File: src/design/ogg_page_framer_assert.svh
// Assertion macros shared by the framer modules.
`ifndef OGG_PAGE_FRAMER_ASSERT_SVH
`define OGG_PAGE_FRAMER_ASSERT_SVH
// Implication checked on every clock edge outside reset.
`define OPF_ASSERT_IMP(label, clk, rst, ante, cons, msg) \
   label: assert property (@(posedge clk) disable iff (rst) (ante) |-> (cons)) \
      else $error(msg);
// Implication whose consequence holds in the next cycle.
`define OPF_ASSERT_NEXT(label, clk, rst, ante, cons, msg) \
   label: assert property (@(posedge clk) disable iff (rst) (ante) |=> (cons)) \
      else $error(msg);
`endif

File: src/design/opf_pkg.sv
`default_nettype none
package opf_pkg;
   localparam int unsigned HdrBytes = 27;
   localparam logic [31:0] CrcPoly = 32'h04c1_1db7;
   localparam logic [31:0] SerialReset = 32'h4d49_4331;
   localparam logic [15:0] StepReset = 16'd320;
   localparam logic [7:0] FlagBegin = 8'h02;
   localparam logic [7:0] FlagEnd = 8'h04;
   localparam logic [7:0] LaceFull = 8'd255;
   localparam logic ActPush = 1'b0;
   localparam logic ActPull = 1'b1;
   localparam logic [0:0] RegSerial = 1'b0;
   localparam logic [0:0] RegStep = 1'b1;

   typedef struct packed {
      logic       action;
      logic [7:0] data_byte;
      logic       packet_end;
      logic       begin_stream;
      logic       end_stream;
      logic       header_packet;
   } req_type;

   typedef struct packed {
      logic [7:0] page_byte;
      logic       byte_valid;
      logic       page_last;
      logic       truncated;
   } rsp_type;

   // Controller commands to the datapath.
   typedef struct packed {
      logic push;         // store the request byte
      logic close;        // latch header fields
      logic crc_start;    // clear position and CRC
      logic crc_step;     // fold the fetched byte into the CRC
      logic crc_done;     // store CRC, rewind read position
      logic fetch;        // issue store read at the read position
      logic emit;         // present the fetched byte as a response
      logic emit_empty;   // present an all-zero response
   } opf_cmd_type;

   // Datapath status to the controller.
   typedef struct packed {
      logic at_last;      // read position is the final page byte
   } opf_stat_type;

   // One byte of CRC-32, unreflected, MSB first.
   function automatic logic [31:0] crc_byte(input logic [31:0] crc, input logic [7:0] b);
      logic [31:0] c;
      c = crc ^ {b, 24'd0};
      for (int i = 0; i < 8; i++) begin
         c = c[31] ? ((c << 1) ^ CrcPoly) : (c << 1);
      end
      return c;
   endfunction
endpackage
`default_nettype wire

File: src/design/opf_ctrl.sv
`default_nettype none
`include "ogg_page_framer_assert.svh"
module opf_ctrl import opf_pkg::*; (
   input  wire logic          clock,
   input  wire logic          reset,
   input  wire logic          start,
   input  wire req_type       req,
   input  wire opf_stat_type  stat,
   output opf_cmd_type        cmd,
   output logic               busy
);
   typedef enum logic [2:0] {
      ST_IDLE, ST_CRC_FETCH, ST_CRC_FOLD, ST_READY, ST_PULL_WAIT
   } state_type;

   state_type state_ff, state_in;
   logic go;

   assign go = start && !busy;

   // Next state and commands.
   always_comb begin
      state_in = state_ff;
      cmd = '0;
      unique case (state_ff)
         ST_IDLE: begin
            if (go && req.action == ActPush) begin
               cmd.push = 1'b1;
               if (req.packet_end) begin
                  cmd.close = 1'b1;
                  cmd.crc_start = 1'b1;
                  state_in = ST_CRC_FETCH;
               end
            end else if (go) begin
               cmd.emit_empty = 1'b1;
            end
         end
         ST_CRC_FETCH: begin
            cmd.fetch = 1'b1;
            state_in = ST_CRC_FOLD;
         end
         ST_CRC_FOLD: begin
            cmd.crc_step = 1'b1;
            if (stat.at_last) begin
               cmd.crc_done = 1'b1;
               state_in = ST_READY;
            end else begin
               state_in = ST_CRC_FETCH;
            end
         end
         ST_READY: begin
            if (go && req.action == ActPull) begin
               cmd.fetch = 1'b1;
               state_in = ST_PULL_WAIT;
            end
         end
         ST_PULL_WAIT: begin
            cmd.emit = 1'b1;
            state_in = stat.at_last ? ST_IDLE : ST_READY;
         end
         default: state_in = ST_IDLE;
      endcase
   end

   always_ff @(posedge clock) begin
      if (reset) begin
         state_ff <= ST_IDLE;
         busy <= 1'b0;
      end else begin
         state_ff <= state_in;
         busy <= (state_in == ST_CRC_FETCH) || (state_in == ST_CRC_FOLD) ||
                 (state_in == ST_PULL_WAIT);
      end
   end

   `OPF_ASSERT_IMP(a_busy, clock, reset, state_ff == ST_CRC_FOLD, busy, "idle during CRC")
   `OPF_ASSERT_NEXT(a_crc, clock, reset, cmd.close, state_ff == ST_CRC_FETCH,
      "close did not start CRC")
   `OPF_ASSERT_IMP(a_excl, clock, reset, 1'b1, !(cmd.push && cmd.emit), "push with emit")
endmodule
`default_nettype wire

File: config.mk
export PLATFORM = sky130hd
export DESIGN_NAME = opf_ctrl
export DESIGN_NICKNAME = d
export VERILOG_FILES = /design/src/design/opf_pkg.sv /design/src/design/opf_ctrl.sv
export VERILOG_INCLUDE_DIRS = /design/src /design/src/design
export SDC_FILE = /design/constraint.sdc
export NUM_CORES = 1
export LEC_CHECK = 0
export ABC_AREA = 0
export ABC_CLOCK_PERIOD_IN_PS = 2150
export CAP_MARGIN = 20
export CORE_AREA = 8 8 45 47
export DETAILED_ROUTE_END_ITERATION = 8
export DIE_AREA = 0 0 53 55
export DONT_BUFFER_PORTS = 1
export PLACE_DENSITY_LB_ADDON = 0.05
export SLEW_MARGIN = 20
export SYNTH_ARGS = -nofsm -noshare
export SYNTH_HDL_FRONTEND = slang
export SYNTH_SLANG_ARGS = --single-unit
File: constraint.sdc
create_clock -name clock -period 2.15 [get_ports clock]
set_input_delay 0.43 -clock clock [delete_from_list [all_inputs] [get_ports clock]]
set_output_delay 0.43 -clock clock [all_outputs]
set_load 0.01 [all_outputs]
**Word-level counts from Yosys, hierarchy flattened**

Cells that the tools add are included.
W data, S select, Z words.

- Output and inout bits: 9
- Latch bits: 0
- Memories kept: 0
- Register bits: 4
- ROM bits: 0
- Memory bits (writable): 0

- Bitwise gates (word level): 1
- Multiplexer cells: 17
- Add/sub/neg operators: 0
- Shift-type cells: 0
- $mul: 0
- Eq/ne operators: 7
- Order comparisons: 0
- Reduce and logical (&&, ||, !) cells: 7
- Div/mod/pow operators: 0

Operators with widths:

| cell | count |
|---|---|
| $mux W3 | 5 |
| $pmux W3 S5 | 1 |
| $eq A3 B2 Y1 const B | 3 |
| $mux W2 | 4 |
| $eq A3 B1 Y1 const B | 2 |
| $eq A3 B3 Y1 const B | 2 |
| $mux W1 | 6 |
| $logic_and A1 B1 Y1 | 3 |
| $logic_not A3 Y1 | 1 |
| $logic_or A1 B1 Y1 | 2 |
| $pmux W1 S2 | 1 |
| $logic_not A1 Y1 | 1 |
| $not A1 Y1 | 1 |

**Longest topological paths before layout**

Gate-level depths: netlist of the first run.

- Depth in word-level cells: 8
- Depth in mapped cells: 4
- Depth with buffers taken out: 3

**Worst setup path after synthesis of the first run**

Ideal clock, no wire load.

- Path kind: register -> output
- Start point: register state_ff[0]
- End point: output cmd[7] (netlist name)
- Cell stages (with the launch flop): 4
- Data arrival time: 1,107 ps
- Path slack: 613 ps
- Data required time: 1,720 ps
- Cell sequence: dfxtp_1 -> buf_6 -> or3_4 -> nor4b_2

RTL lines:

| what | RTL line | RTL |
|---|---|---|
| start: declaration | opf_ctrl.sv:16 | `state_type state_ff, state_in;` |
| start signal: assignment | opf_ctrl.sv:70 | `state_ff <= state_in;` |
| end: declaration | opf_ctrl.sv:9 | `output opf_cmd_type cmd,` |

==> run summary, run 1 <==
run status = finished clean
die height = 55 um
TritonCTS clock tree = yes
WP data required = 1.72 ns
Yosys cell types = 23
post-place instance area = 299 um^2
Hold WC Path Type = input port to flip-flop
via count = 261
unrepaired setup endpoints after global routing = no
later-pin clock latency in the skew report = 0.23 ns
Syn Inst Count = 33
R2R Path End = state_ff[0]
Die ar. = 0.00292 mm^2
FILL cells = 151
# DRC = 0
placeable core region = 0.00138 mm^2
Ys Warns = 0
DR pass1 iterations = 4
area occupied by multi-input gates = 180 um^2
Synth Register Bits = 4
Root Driver = clkbuf_4
most frequent cells in the layout = 4 x dfxtp_1, 3 x inv_1, 3 x clkbuf_4
Fmax = 555 MHz
number of global-route vias before repair = 273
reg2reg path depth = 3
Final Hold Vio Count = 0
fin worst setup slack = 0.349 ns
Design Area, Final = 322 um^2
total global routing overflow = 0
DP Wirelength = 685 um
combinational family with the most area after synthesis = simple AND/OR/NAND/NOR gates
sequential fraction of the synthesis area = 27.6%
peak fanout along the critical path = 5
# setup viols final = 0
fraction of layout cells with a size suffix above 1 = 20.0%
CP Capture Type = primary output
boundary pin count = 26
crit path from = busy
worst reg2reg setup slack = 0.77 ns
Die X = 53 um
worst vdd ir = 0.270 mV
static leakage = 0.121 nW
Synth Net Count = 50
GRT Resource Usage Total = 6.17%
WS Path Type = flip-flop to primary output
Worst setup SP type = flip-flop
antenna violations before repair = 0
Max Cap Viol = 0
clock slew at reported path FFs = 0.03 ns
post-synthesis compound-gate area fraction = 15.5%
CTS max path bufs = 2
clock sink total = 4
worst-margin pin slew = 0.454 ns
Syn Area/Cell = 8.80 um^2
final wirelength = 825 um
1st-iter DRT viols = 5
DRT antenna net count = 0
Design Power = 0.222 mW
minimum clock period = 1.80 ns
dpl ws = 0.554 ns
port buffer count = 0
first-pass GRT wire length = 1.28 mm
Routability Congestion = 0.699
Synth Area in XOR/XNOR = 0%
number of antenna diodes = 0
H-tree Lvls = 1
Final Max Tran Viols = 0
largest net degree at the start of global routing = 10
crit path DAT = 1.37 ns
synthesized-area fraction occupied by adder cells = 0%
routed vias/inst = 5.12
Setup TNS Final = 0 ns
TritonCTS Buffers = 3
Worst slew margin = 69.7%
fin crit share = 83.8%
Post-CTS Setup Inserts = 0
Post-Synth Simple-Gate Area = 46.6%
Pwr Density = 692 mW/mm^2
FP Rows = 14
multiplexer area fraction after synthesis = 0%
cts hold-fix bufs = 0
Cell Area, Synth = 290 um^2
Final Skew = 0.00345 ns
RR Startpoint = busy
Critical Path Sink = cmd[5]
synthesis-to-layout area growth = 10.8%
starting density of the core = 21.0%
commonest non-fill, non-tap cell in the layout = dfxtp_1
post-cts resize count = 0
Register Area = 80.1 um^2
Routed wire per std cell = 16.2 um
fin nets = 54
synth_stat cells:
| library cell | n | area share, % |
|---|---|---|
| nor4bb_1 | 1 | 3.4 |
| nor4b_1 | 1 | 3.0 |
| nor3b_1 | 1 | 2.6 |
| a21oi_1 | 2 | 3.4 |
| or3b_1 | 1 | 3.0 |
| buf_4 | 1 | 2.6 |
| and3_1 | 1 | 2.2 |
| nor3_1 | 1 | 1.7 |
| buf_6 | 1 | 3.9 |
| nor2b_1 | 1 | 2.2 |
| nor3_2 | 1 | 3.4 |
| nor4b_2 | 1 | 5.2 |
| dfxtp_1 | 4 | 28 |
| nor2_1 | 2 | 2.6 |
| nor4_1 | 1 | 2.2 |
| o31a_1 | 2 | 6.0 |
| a221oi_1 | 1 | 3.0 |
| nand2b_1 | 2 | 4.3 |
| inv_1 | 3 | 3.9 |
| a41oi_1 | 1 | 3.0 |
| nand3b_1 | 1 | 2.6 |
| and2_1 | 2 | 4.3 |
| or3_4 | 1 | 3.9 |
through the flow:
step / util (%) / hold slack (ns) / std cells
4_1_cts: 23.2 / 0.273 / 51
5_1_grt: 23.2 / 0.264 / 51
3_3_place_gp: 21.6 / 0.513 / 48
2_1_floorplan: - / 0.475 / 33
3_5_place_dp: 21.6 / 0.513 / 48
6_report: 23.2 / 0.275 / 51
state kept, by name (all words and copies together) (netlist names):
register / cells
busy: 1
state_ff: 3
worst max-delay path, cell delays in order (launching register included):
cell,delay [ns]
dfxtp_1,0.36
nor4bb_1,0.40
and2_1,0.37
layer usage:
layer	wire length, um	vias up	GRT usage [%]
met3	99	0	4.81
met1	321	121	5.78
met4	0	0	2.59
li1	-	130	-
met2	404	10	9.96
met5	0	-	0
kinds of logic after synthesis:
family / Yosys count
buffers and inverters: 5
AO/OA/AOI/OAI: 6
flip-flops: 4
AND/OR/NAND/NOR: 18
power breakdown:
group	leakage, nW	total (mW)	switching (mW)	internal (mW)
registers	0.0326	0.0866	0.00707	0.0795
clock network	0.0138	0.0901	0.0279	0.0622
logic	0.0748	0.0457	0.0264	0.0193
worst min-delay path by stage:
stage / from / endpoint / slack (ns) / depth (start not counted)
after floorplan: state_ff[2] / busy / 0.47 / 1
after global placement: reset / state_ff[2] / 0.51 / 1
after detailed placement: reset / busy / 0.51 / 1
after CTS: reset / busy / 0.27 / 1
after global routing: reset / state_ff[2] / 0.26 / 1
final: reset / busy / 0.27 / 1
final cells by class:
| type | count | area share [%] |
|---|---|---|
| flip-flops and latches | 4 | 24.9 |
| multi-input cells | 24 | 56.0 |
| clock buffers | 3 | 7.00 |
| well taps | 16 | 6.23 |
| repair buffers | 1 | 2.33 |
| inverters | 3 | 3.50 |
(Power assumes the default switching activity.)
==> run 2: changes to the inputs <==
- ABC_CLOCK_PERIOD_IN_PS: 2150 -> 1800
- clock period: 2.15 -> 1.8 ns (I/O delays scaled with it)
==> run 2 against run 1 <==
Worst hold slack worse by 0.074 ns. Critical endpoint unchanged. Critical path depth stayed put. Flip-flop and latch count stayed put. Die area unchanged. Clock skew grew 0.0020 ns. Sequential power grew 17%.
==> run summary, run 2 (synthesized netlist as in run 1, its figures left out) <==
run status = finished clean
number of antenna diodes = 0
Final Hold Vio Count = 0
peak fanout along the critical path = 5
Root Driver = clkbuf_4
GRT Resource Usage Total = 7.05%
unrepaired setup endpoints after global routing = no
DR pass1 iterations = 3
clock sink total = 4
later-pin clock latency in the skew report = 0.23 ns
WP data required = 1.44 ns
synthesis-to-layout area growth = 13.8%
Worst slew margin = 67.8%
Post-CTS Setup Inserts = 0
placed insts = 49
reg2reg path depth = 3
die height = 55 um
# DRC = 0
routed vias/inst = 5.08
fin crit share = 93.8%
placeable core region = 0.00138 mm^2
WS Path Type = flip-flop to primary output
final wirelength = 864 um
starting density of the core = 21.0%
Routability Congestion = 0.678
slowest cell delay on critical path = 0.42 ns
port buffer count = 0
hold path cells = 1
CTS max path bufs = 2
commonest non-fill, non-tap cell in the layout = dfxtp_1
FP Rows = 14
Die ar. = 0.00292 mm^2
TritonCTS Buffers = 3
number of global-route vias before repair = 293
clock slew at reported path FFs = 0.04 ns
minimum clock period = 1.69 ns
Final Max Tran Viols = 0
CP max-delay cell = nor4bb_1
crit path DAT = 1.33 ns
max FFs per register = 3
TritonCTS clock tree = yes
Final Skew = 0.00546 ns
Max Cap Viol = 0
fraction of layout cells with a size suffix above 1 = 25.0%
1st-iter DRT viols = 7
top flop regs = state_ff: 3 flops, busy: 1 flops
Pwr Density = 816 mW/mm^2
via count = 264
first-pass GRT wire length = 1.41 mm
Top reg by flops = state_ff
boundary pin count = 26
antenna violations before repair = 0
worst-margin pin slew = 0.482 ns
H-tree Lvls = 1
cts hold-fix bufs = 0
CP Capture Type = primary output
Routed wire per std cell = 16.6 um
Worst setup SP type = flip-flop
post-cts resize count = 0
largest net degree at the start of global routing = 10
Hold WC Path Type = input port to flip-flop
static leakage = 0.127 nW
fin nets = 55
DP Wirelength = 698 um
worst vdd ir = 0.232 mV
DRT antenna net count = 0
Setup TNS Final = 0 ns
total global routing overflow = 0
Die X = 53 um
CP Cell Sequence = nor4bb_1 > and2_2
Fmax = 592 MHz
Cell Count, Final, Fillers Out = 52
# setup viols final = 0
most frequent cells in the layout = 4 x dfxtp_1, 3 x inv_1, 3 x clkbuf_4
-- run 2: changes by cell type in the layout (fill, tap and decap cells not counted) --
cell and change:
and2_1 -1, and2_2 +1, buf_4 +1
-- run 2: report_power, final --
| group | switching, mW | total (mW) | internal (mW) |
|---|---|---|---|
| Clock | 0.0343 | 0.109 | 0.0744 |
| Combinational | 0.0350 | 0.0603 | 0.0254 |
| Sequential | 0.00569 | 0.101 | 0.0949 |
| Total | 0.0750 | 0.270 | 0.195 |
-- run 2: final timing paths --
path,startpoint,end,slack (ns)
worst max-delay path,busy,cmd[5],0.11
worst min-delay path,reset,state_ff[2],0.20
worst max register to register,busy,state_ff[0],0.49
worst min register to register,state_ff[2],busy,0.55
-- run 2: worst max-delay path: cells and delay by family, from the launching register on --
| family | cells | cell delay, ns |
|---|---|---|
| flip-flops | 1 | 0.37 |
| AND/OR/NAND/NOR | 2 | 0.73 |
-- run 2: stage by stage --
stage / util (%) / cell area (um^2) / setup slack, ns / hold WS (ns) / power [mW]
6_report: 23.9 / 330 / 0.112 / 0.200 / 0.270
5_1_grt: 23.9 / 330 / 0.0587 / 0.186 / 0.297
4_1_cts: 23.8 / 329 / 0.0296 / 0.189 / 0.278
3_5_place_dp: 22.2 / 307 / 0.288 / 0.441 / 0.163
3_3_place_gp: 22.2 / 307 / 0.309 / 0.442 / 0.164
2_1_floorplan: - / 290 / 0.333 / 0.437 / 0.152
-- run 2: final cells by class --
type / instances / area, um^2
clock buffer: 3 / 22.5
multi-input combinational: 24 / 181
fill: 156 / 1050
inverter: 3 / 11.3
tap: 16 / 20.0
timing repair buffer: 2 / 15.0
sequential: 4 / 80.1
-- run 2: per-layer routing --
metal  track usage [%]  part of all wire (%)
met4              6.47                     0
met1              6.37                    38
met5                 0                     0
met3              4.01                   9.3
met2              11.1                    52
==> run 3: changes to the inputs <==
- CTS_BUF_LIST: unset -> sky130_fd_sc_hd__clkbuf_2 sky130_fd_sc_hd__clkbuf_4 sky130_fd_sc_hd__clkbuf_8
- PLACE_DENSITY: unset -> 0.34
- PLACE_DENSITY_LB_ADDON: 0.05 -> unset
==> run 3 against run 2 <==
Count of clock-buffer cells in the layout unchanged. Routed wire length decreased by 16%. Core utilization decreased by 0.18 points. Setup slack got worse by 0.025 ns. Flip-flop and latch count unchanged. Worst hold slack got worse by 0.0029 ns. Power decreased by 0.79%. Sequential power about the same. Critical path depth unchanged. Critical path type unchanged. Largest cell class unchanged.
==> run summary, run 3 (synthesized netlist as in run 1, its figures left out) <==
Top reg by flops = state_ff
largest net degree at the start of global routing = 10
TritonCTS clock tree = yes
peak fanout along the critical path = 9
GRT Resource Usage Total = 5.24%
Root Driver = clkbuf_4
Hold WC Path Type = input port to flip-flop
Fmax = 584 MHz
fin nets = 54
fin worst setup slack = 0.0866 ns
Sw Share = 27.7%
via count = 258
WS Path Type = flip-flop to primary output
dpl ws = 0.293 ns
RR Startpoint = busy
top flop regs = state_ff: 3 flops, busy: 1 flops
DRT antenna net count = 0
clock network power share = 41.1%
Die X = 53 um
fraction of layout cells with a size suffix above 1 = 22.9%
synthesis-to-layout area growth = 12.9%
CTS max path bufs = 2
most frequent cells in the layout = 4 x dfxtp_1, 3 x inv_1, 3 x clkbuf_4
Final Skew = 0.000787 ns
worst reg2reg setup slack = 0.47 ns
routed vias/inst = 5.06
Max Cap Viol = 0
placeable core region = 0.00138 mm^2
later-pin clock latency in the skew report = 0.23 ns
Worst Hold Launch = reset
antenna violations before repair = 0
Routability Congestion = 0.659
Flop pwr share = 38.7%
Pwr Density = 816 mW/mm^2
worst-margin pin slew = 0.457 ns
CP max-delay cell = or3_4
max FFs per register = 3
Int Power = 0.193 mW
DP Wirelength = 624 um
Cell Count, Final, Fillers Out = 51
FP Rows = 14
# DRC = 0
static leakage = 0.122 nW
H-tree Lvls = 1
fin crit share = 95.2%
run status = finished clean
worst vdd ir = 0.187 mV
Worst slew margin = 69.5%
starting density of the core = 21.0%
critical path's top delay family = simple AND/OR/NAND/NOR gates
clock sink total = 4
CP Capture Type = primary output
CP Cell Sequence = or3_4 > nor4b_2
# setup viols final = 0
unrepaired setup endpoints after global routing = no
post-cts resize count = 0
slowest cell delay on critical path = 0.40 ns
boundary pin count = 26
Die ar. = 0.00292 mm^2
Routed wire per std cell = 14.3 um
number of global-route vias before repair = 244
TritonCTS Buffers = 3
Worst setup SP type = flip-flop
cts hold-fix bufs = 0
port buffer count = 0
number of antenna diodes = 0
Post-CTS Setup Inserts = 0
WP data required = 1.44 ns
Design Power = 0.268 mW
total global routing overflow = 0
crit path from = state_ff[1]
die height = 55 um
Logic pwr share = 20.2%
final wirelength = 729 um
first-pass GRT wire length = 1.00 mm
clock slew at reported path FFs = 0.04 ns
P_sw = 0.0741 mW
DR pass1 iterations = 3
Final Hold Vio Count = 0
commonest non-fill, non-tap cell in the layout = dfxtp_1
minimum clock period = 1.71 ns
Final Max Tran Viols = 0
crit path DAT = 1.35 ns
Setup TNS Final = 0 ns
Worst Path Buf+Inv = 0
placed insts = 48
1st-iter DRT viols = 1
[run 3: changes by cell type in the layout (fill, tap and decap cells not counted)]
cell | previous run | this run
and2_1 | 1 | 2
and2_2 | 1 | 0
buf_4 | 2 | 1
nor4bb_1 | 1 | 0
nor4bb_2 | 0 | 1
[run 3: final cells by class]
cell class / count / area (um^2)
Fill cell: 157 / 1060
Clock buffer: 3 / 22.5
Inverter: 3 / 11.3
Tap cell: 16 / 20.0
Timing Repair Buffer: 1 / 7.51
Multi-Input combinational cell: 24 / 186
Sequential cell: 4 / 80.1
[run 3: power by group through the flow]
| stage | clock, mW | combinational, mW | sequential (mW) |
|---|---|---|---|
| after floorplan | 0 | 0.0493 | 0.103 |
| after global placement | 0 | 0.0543 | 0.105 |
| after detailed placement | 0 | 0.0542 | 0.105 |
| after CTS | 0.118 | 0.0542 | 0.103 |
| after global routing | 0.121 | 0.0595 | 0.105 |
| final | 0.110 | 0.0540 | 0.104 |
[run 3: worst paths after layout]
check	endpoint	depth (start not counted)
worst max-delay path	cmd[7]	2
worst min-delay path	state_ff[2]	1
worst max register to register	state_ff[0]	3
worst min register to register	busy	1
[run 3: per-stage QoR]
stage | hold slack (ns) | util [%] | cell area (um^2)
3_5_place_dp | 0.442 | 21.6 | 299
4_1_cts | 0.188 | 23.2 | 322
3_3_place_gp | 0.445 | 21.6 | 299
2_1_floorplan | 0.437 | - | 290
6_report | 0.198 | 23.7 | 328
5_1_grt | 0.191 | 23.7 | 328
[run 3: routing by layer]
metal / up-vias / track usage [%] / wire (um)
met1: 123 / 3.49 / 214
met2: 6 / 8.98 / 434
li1: 127 / - / -
met3: 2 / 3.21 / 65
met5: - / 0 / 0
met4: 0 / 6.47 / 15
